`config.mk`:
```
export PLATFORM = sky130hd
export DESIGN_NAME = coffs_shift
export DESIGN_NICKNAME = d
export VERILOG_FILES = /design/src/hdl/coffs_pkg.sv /design/src/hdl/coffs_shift.sv
export SDC_FILE = /design/constraint.sdc
export NUM_CORES = 2
export LEC_CHECK = 0
export ABC_AREA = 1
export BUFFER_PORTS_ARGS = -buffer_cell sky130_fd_sc_hd__buf_2
export CAP_MARGIN = 10
export CORE_MARGIN = 2
export CORE_UTILIZATION = 55
export DETAILED_ROUTE_END_ITERATION = 6
export MAX_ROUTING_LAYER = met4
export PLACE_DENSITY = 0.74
export SLEW_MARGIN = 0
export SYNTH_ARGS = -nofsm -noshare
export SYNTH_HDL_FRONTEND = slang
export SYNTH_SLANG_ARGS = --single-unit
```
`constraint.sdc`:
```
create_clock -name clk -period 5.8 [get_ports clk]
set_input_delay 0 -clock clk [delete_from_list [all_inputs] [get_ports clk]]
set_output_delay 0 -clock clk [all_outputs]
set_load 0.02 [all_outputs]
```
`src/hdl/coffs_pkg.sv`:
```
// Package: shared types, constants and rounding multiply helper for the camera offset block.
`default_nettype none
package coffs_pkg;
	localparam int ANGLE_BITS = 16;
	localparam int TRIG_FRACTION_BITS = 15;
	localparam int TRIG_W = TRIG_FRACTION_BITS + 2;
	localparam int OFS_W = 24;
	localparam int COORD_W = 32;
	localparam int REG_IDX_W = 2;

	localparam logic [REG_IDX_W-1:0] REG_OFFSET_RIGHT   = 2'd0;
	localparam logic [REG_IDX_W-1:0] REG_OFFSET_UP      = 2'd1;
	localparam logic [REG_IDX_W-1:0] REG_OFFSET_FORWARD = 2'd2;

	localparam logic [31:0] Q30_ONE = 32'd1073741824;
	localparam logic [31:0] K1  = 32'd1686629713;
	localparam logic [31:0] K3  = 32'd693598668;
	localparam logic [31:0] K5  = 32'd85569306;
	localparam logic [31:0] K7  = 32'd5026995;
	localparam logic [31:0] K9  = 32'd172272;
	localparam logic [31:0] K11 = 32'd3864;

	typedef struct packed {
		logic signed [COORD_W-1:0] origin_x;
		logic signed [COORD_W-1:0] origin_y;
		logic signed [COORD_W-1:0] origin_z;
		logic [ANGLE_BITS-1:0] pitch_angle;
		logic [ANGLE_BITS-1:0] yaw_angle;
		logic [ANGLE_BITS-1:0] roll_angle;
	} in_item_t;

	typedef struct packed {
		logic signed [COORD_W-1:0] shifted_x;
		logic signed [COORD_W-1:0] shifted_y;
		logic signed [COORD_W-1:0] shifted_z;
	} out_item_t;

	typedef struct packed {
		logic signed [OFS_W-1:0] right;
		logic signed [OFS_W-1:0] up;
		logic signed [OFS_W-1:0] forward;
	} offsets_t;

	// round a signed product to Q(TRIG_FRACTION_BITS), floor of value plus half
	function automatic logic signed [TRIG_W-1:0] tmul(input logic signed [TRIG_W-1:0] a,
			input logic signed [TRIG_W-1:0] b);
		logic signed [2*TRIG_W-1:0] p;
		p = a * b + (2*TRIG_W)'(signed'(1) <<< (TRIG_FRACTION_BITS - 1));
		return TRIG_W'(p >>> TRIG_FRACTION_BITS);
	endfunction
endpackage
`default_nettype wire

```
`src/hdl/coffs_shift.sv`:
```
// One coordinate shift: three offset products, sum, round, add and saturate.
`default_nettype none
module coffs_shift (
	input  wire logic clk,
	input  wire logic advance,
	input  wire coffs_pkg::offsets_t ofs,
	input  wire logic signed [coffs_pkg::TRIG_W-1:0] fv,
	input  wire logic signed [coffs_pkg::TRIG_W-1:0] rv,
	input  wire logic signed [coffs_pkg::TRIG_W-1:0] uv,
	input  wire logic signed [coffs_pkg::COORD_W-1:0] origin,
	output logic signed [coffs_pkg::COORD_W-1:0] shifted
);
	localparam int PW = coffs_pkg::OFS_W + coffs_pkg::TRIG_W;
	localparam int SW = PW + 2;
	logic signed [PW-1:0] pf_s1, pr_s1, pu_s1;
	logic signed [coffs_pkg::COORD_W-1:0] org_s1, org_s2;
	logic signed [SW-1:0] sum_s2;
	logic signed [SW-1:0] rnd;
	logic signed [SW+1:0] v;

	always_ff @(posedge clk) begin
		if (advance) begin
			pf_s1 <= PW'(ofs.forward * fv);
			pr_s1 <= PW'(ofs.right * rv);
			pu_s1 <= PW'(ofs.up * uv);
			org_s1 <= origin;
			sum_s2 <= SW'(pf_s1) + SW'(pr_s1) + SW'(pu_s1);
			org_s2 <= org_s1;
		end
	end

	always_comb begin
		rnd = (sum_s2 + SW'(signed'(1) <<< (coffs_pkg::TRIG_FRACTION_BITS - 1)))
			>>> coffs_pkg::TRIG_FRACTION_BITS;
		v = (SW+2)'(org_s2) + (SW+2)'(rnd);
		if (v > (SW+2)'(signed'(33'sh0_7FFF_FFFF))) shifted = 32'sh7FFF_FFFF;
		else if (v < -(SW+2)'(signed'(34'sh0_8000_0000))) shifted = 32'sh8000_0000;
		else shifted = coffs_pkg::COORD_W'(v);
	end
endmodule
`default_nettype wire

```
# Word-level counts from Yosys, hierarchy flattened
# Index checks and enable logic that the tools add are counted.
# totals
register_bits	230
latchBits	0
ramBits	0
mem_bits_ro	0
in_bits	157
out_inout_bits	32
elab_cells	17
memories	0
# op_classes
add_sub_neg	4
multipliers	3
div_mod_pow	0
n_lt_le_gt_ge	2
n_eq_ne	0
shift	0
mux	2
n_bitwise	0
n_reduce_logical	0
# op_table
cell	count
multiplier 24 x 17 -> 41 bit	3
two-way mux 32 bit	2
adder 42 x 41 -> 43 bit	1
adder 43 x 16 -> 43 bit, second input constant	1
adder 41 x 41 -> 42 bit	1
adder 32 x 28 -> 33 bit	1
> comparator 33 x 32 -> 1 bit, second input constant	1
< comparator 33 x 32 -> 1 bit, second input constant	1

# Depth between registers and ports, before layout
# logic_depth
word_depth	5
ltp_mapped	29
depth_no_buf	27

# Worst setup path before layout
# Ideal clock, no wire load.
# synth_timing
path_type	input to register
start	in ofs[47] (netlist name)
end	reg pu_s1[40], data pin
setup_time_ns	0.253
arrival_time_ns	5.200
t_required_ns	5.547
setup_slack_ns	0.347
cell_stages	22
path_buffers	2
path_cell_list	clkbuf_1 -> clkbuf_1 -> nand2_1 -> fa_1 -> inv_1 -> fa_1 -> fa_1 -> fa_1 -> fa_1 -> fa_1 -> ha_1 -> nand2_1 -> nor2_1 -> inv_1 -> nor2_1 -> inv_1 -> nor3_1 -> nand3_1 -> nand3_1 -> nand2_1 -> inv_1 -> nor2_1
# synth_via
elab_chain_cells	1
# synth_rtl
element	line_no	rtl
start, declared	coffs_shift.sv:6	input wire coffs_pkg::offsets_t ofs,
multiplier 24 x 17 -> 41 bit	coffs_shift.sv:25	pu_s1 <= PW'(ofs.up * uv);
end signal, assigned	coffs_shift.sv:25	
end, declared	coffs_shift.sv:15	logic signed [PW-1:0] pf_s1, pr_s1, pu_s1;
# No other way between the ends.
# A chain may end at the register's enable or synchronous reset.

# Final worst setup path
# layout_timing
start	in fv[4] (netlist name)
end	reg pf_s1[28], data pin
# layout_via
elab_chain_cells	1
# layout_rtl
element	line_no	rtl
start, declared	coffs_shift.sv:7	input wire logic signed [coffs_pkg::TRIG_W-1:0] fv,
multiplier 24 x 17 -> 41 bit	coffs_shift.sv:23	pf_s1 <= PW'(ofs.forward * fv);
end signal, assigned	coffs_shift.sv:23	
end, declared	coffs_shift.sv:15	
# No other way between the ends.

==> flow_summary_export.csv <==
group,metric,value,unit
clock_tree,cts_hold_buffers,32,
global_route,number_of_global_route_vias_before_repair,50050,
global_route,grt.overflow.total,0,
routing,dr.pass1.iters,6,
worst_hold_path,worstHoldPathType,"in2reg",
timing,relative_slew_margins,41.89,%
clock_tree,clock_sink_count,216,
timing,report.final.hold_viol_count,0,
clock_tree,cts.root.buffer_cell,"sky130_fd_sc_hd__clkbuf_16",
run_status,status,"complete, no violations",
floorplanning,floorplan.die_area,110800,µm²
synth,avgSynthCellArea,7.973,µm²
layout,finalNetCount,9402,
routing,vias,47210,
layout,fillerInstances,9697,
placed_design,hpwl,135000,µm
routing,drt-vias-per-instance,5.213,
timing,layout_worst_path_cycle_share,95.84,%
floorplanning,placeableCoreArea,107200,µm²
synth,synth_cells,7461,
timing,setup_viol_count_final,0,
global_route,global_route_wire_length_before_repair,258700,µm
clock_tree,postCtsResizedCells,0,
timing,period_minus_slack,5559,ps
layout,final-instance-count-excl-fill,9057,
clock_tree,cts_setup_buffers,0,
clock_tree,clk_path_buf_depth,3,
clock_tree,cts_inserted_buffers,27,
synth,synthArstFlopShare,0,%
critical_path,path_type_of_the_worst_setup_path,"in2reg",
synth,seq_area_frac_synth,10.90,%
global_route,maximum_number_of_pins_on_one_net_before_global_route_repair,114,
floorplanning,die_y,332.9,µm
layout,area_delta_synth_final,7.290,%
layout,final_cell_area,63820,µm²
global_route,antenna_violations_before_repair,3,
routing,drt_drc_violations_left,0,
worst_hold_path,timing.hold.worst_path_depth,4,
layout,final_core_util,59.53,%
clock_tree,clkTransAtPathRegs,60,ps
synth,ys_ff_latch,216,
timing,grt_setup_unrepaired,"no",
placed_design,placed_cell_count,8972,
synth,synth_edf_count,216,
critical_path,crit_fanout,24,
timing,fin_skew,18.41,ps
layout,drive_gt1_share,6.169,%
timing,drv_slew,0,
critical_path,timing.critical_path.arrival,5820,ps
timing,achievable-frequency,0.1799,GHz
clock_tree,htreeDepth,1,
placed_design,gp_congestion,0.9734,
placed_design,place.port_buffers,188,
timing,finalWorstSetupSlack,241.4,ps
critical_path,worst_ep_required_time,6060,ps
critical_path,timing.reg2reg.worst_path_depth,10,
floorplanning,ioPinCount,189,
synth,synthDistinctLibCells,46,
floorplanning,die_x,332.9,µm
routing,drt_first_iter_violations,3788,
job,maxCapViolCount,0,
placed_design,place_worst_setup_slack,-187.8,ps
timing,worst_slew_pin_slew,871.6,ps
synth,post_synth_design_cell_area,59480,µm²
routing,avgRoutedWirePerCell,17.25,µm
clock_tree,tritoncts,"yes",
synth,synthesis.yosys.warnings,0,
synth,postSynth.topFlopCell,"sky130_fd_sc_hd__edfxtp_1",
floorplanning,num_rows,120,
synth,postSynthNetCount,9233,
placed_design,placed_cell_area,62540,µm²
critical_path,timing.critical_path.from_type,"input pin",
routing,detail_route.wirelength,156300,µm
clock_tree,clock_latency,560,ps
critical_path,setup.worst_path.end_class,"flop",
routing,ant_nets,0,
global_route,grt_use_total,30.11,%
floorplanning,initial_core_util,55.49,%
-- flip-flops by register name, indices dropped and copies added (netlist names) --
register	flops
org_s1	32
sum_s2	29
pu_s1	41
org_s2	32
pf_s1	41
pr_s1	41
-- layout make-up --
class | count | area (µm²) | share of cell area [%]
tap | 1403 | 1755 | 2.751
timing repair buffer | 391 | 2604 | 4.080
multi-input combinational | 4868 | 44030 | 68.99
clock buffer | 28 | 679.4 | 1.065
inverter | 2126 | 7983 | 12.51
sequential | 216 | 6486 | 10.16
clock inverter | 22 | 275.3 | 0.4313
antenna | 3 | 7.507 | 0.01176
-- logic make-up (layout without fill, tap and decap cells) --
family | count (synthesis) | count (layout) | synth area share (%)
adders and majority gates | 1615 | 1615 | 49.67
and+or+nand+nor | 2649 | 2649 | 17.83
AOI/OAI and AO/OA | 437 | 437 | 4.057
other | 0 | 3 | 0
buffers and inverters | 2377 | 2567 | 15.08
xor gates and xnor gates | 167 | 167 | 2.459
DFF | 216 | 216 | 10.90
-- cells in the final DEF (no fill, tap or decap), drive strengths merged, types with 2 or more instances in the layout --
master       instances
a21boi               6
a21o                20
a21oi              203
a31oi               30
and2                 2
and3                 3
buf                358
bufinv               5
clkbuf              29
clkinv               7
clkinvlp             3
diode                3
dlygate4sd3         32
edfxtp             216
fa                1244
ha                 371
inv               2133
nand2             1935
nand3              151
nand3b               7
nand4               43
nor2               418
nor3                60
nor3b                3
nor4                 9
o211ai               9
o21a                 9
o21ai              132
o21bai              26
or2                 17
xnor2               49
xor2               118
-- cells in the mapped netlist, types with 2 or more instances --
cell                       number  area (µm²)
sky130_fd_sc_hd__a21boi_0       5       37.54
sky130_fd_sc_hd__a21o_1        20       150.1
sky130_fd_sc_hd__a21oi_1      202        1011
sky130_fd_sc_hd__a31oi_1       30       187.7
sky130_fd_sc_hd__and2_1         2       12.51
sky130_fd_sc_hd__and3_1         3       18.77
sky130_fd_sc_hd__buf_12         2       40.04
sky130_fd_sc_hd__buf_2          2       10.01
sky130_fd_sc_hd__clkbuf_1     245       919.6
sky130_fd_sc_hd__edfxtp_1     216        6486
sky130_fd_sc_hd__fa_1        1244       24900
sky130_fd_sc_hd__ha_1         371        4642
sky130_fd_sc_hd__inv_1       2123        7969
sky130_fd_sc_hd__inv_2          2       7.510
sky130_fd_sc_hd__nand2_1     1900        7132
sky130_fd_sc_hd__nand2_2       33       206.5
sky130_fd_sc_hd__nand3_1      151       755.7
sky130_fd_sc_hd__nand3b_1       7       52.55
sky130_fd_sc_hd__nand4_1       43       269.0
sky130_fd_sc_hd__nor2_1       412        1546
sky130_fd_sc_hd__nor2_2         3       18.77
sky130_fd_sc_hd__nor2_4         3       33.78
sky130_fd_sc_hd__nor3_1        59       295.3
sky130_fd_sc_hd__nor3b_1        2       15.01
sky130_fd_sc_hd__nor4_1         7       43.79
sky130_fd_sc_hd__nor4_4         2       42.54
sky130_fd_sc_hd__o211ai_1       9       67.56
sky130_fd_sc_hd__o21a_1         9       67.56
sky130_fd_sc_hd__o21ai_0      128       640.6
sky130_fd_sc_hd__o21ai_1        4       20.02
sky130_fd_sc_hd__o21bai_1      26       195.2
sky130_fd_sc_hd__or2_2         17       106.4
sky130_fd_sc_hd__xnor2_1       49       429.2
sky130_fd_sc_hd__xor2_1       118        1033
-- metal layers --
layer	routed length [µm]	track usage (%)	share of wire, %
met5	0	-	0
met4	3929	6.730	2.5
met3	10680	3.574	6.8
met2	75970	49.75	49
met1	65690	40.11	42
-- path summary, 6_finish.rpt --
| check | startpoint | endpoint | slack (ps) |
|---|---|---|---|
| worst max register to register | pf_s1[32] | sum_s2[35] | 2740 |
| worst min-delay path | ofs[24] | pu_s1[0] | 90 |
| worst max-delay path | fv[4] | pf_s1[28] | 240 |
| worst min register to register | org_s1[12] | org_s2[12] | 410 |
-- per-stage QoR --
stage / TNS [ps] / hold WS (ps)
after floorplan: 0 / 98.87
after global placement: -836.8 / 180.2
after detailed placement: -769.9 / 179.8
after CTS: 0 / 58.72
after global routing: 0 / 107.8
final: 0 / 87.78
-- worst max-delay path: stages --
cell and delay [ps]:
sky130_fd_sc_hd__buf_2 430, sky130_fd_sc_hd__nand2_1 130, sky130_fd_sc_hd__fa_1 500, sky130_fd_sc_hd__inv_1 50, sky130_fd_sc_hd__fa_1 520, sky130_fd_sc_hd__inv_1 50
sky130_fd_sc_hd__fa_1 490, sky130_fd_sc_hd__inv_1 50, sky130_fd_sc_hd__fa_1 520, sky130_fd_sc_hd__fa_1 520, sky130_fd_sc_hd__inv_1 50, sky130_fd_sc_hd__fa_1 470
sky130_fd_sc_hd__inv_1 40, sky130_fd_sc_hd__ha_1 400, sky130_fd_sc_hd__nand2_1 150, sky130_fd_sc_hd__nor2_1 180, sky130_fd_sc_hd__nand3_1 190, sky130_fd_sc_hd__nor2_1 220
sky130_fd_sc_hd__nor2_1 100, sky130_fd_sc_hd__o21bai_1 340, sky130_fd_sc_hd__nand2_1 120, sky130_fd_sc_hd__nand3_1 90, sky130_fd_sc_hd__nand2_1 150
Power is left out: the tool's default activity adds up to more than one toggle a clock period on the data nets, which glitch-free logic cannot reach.
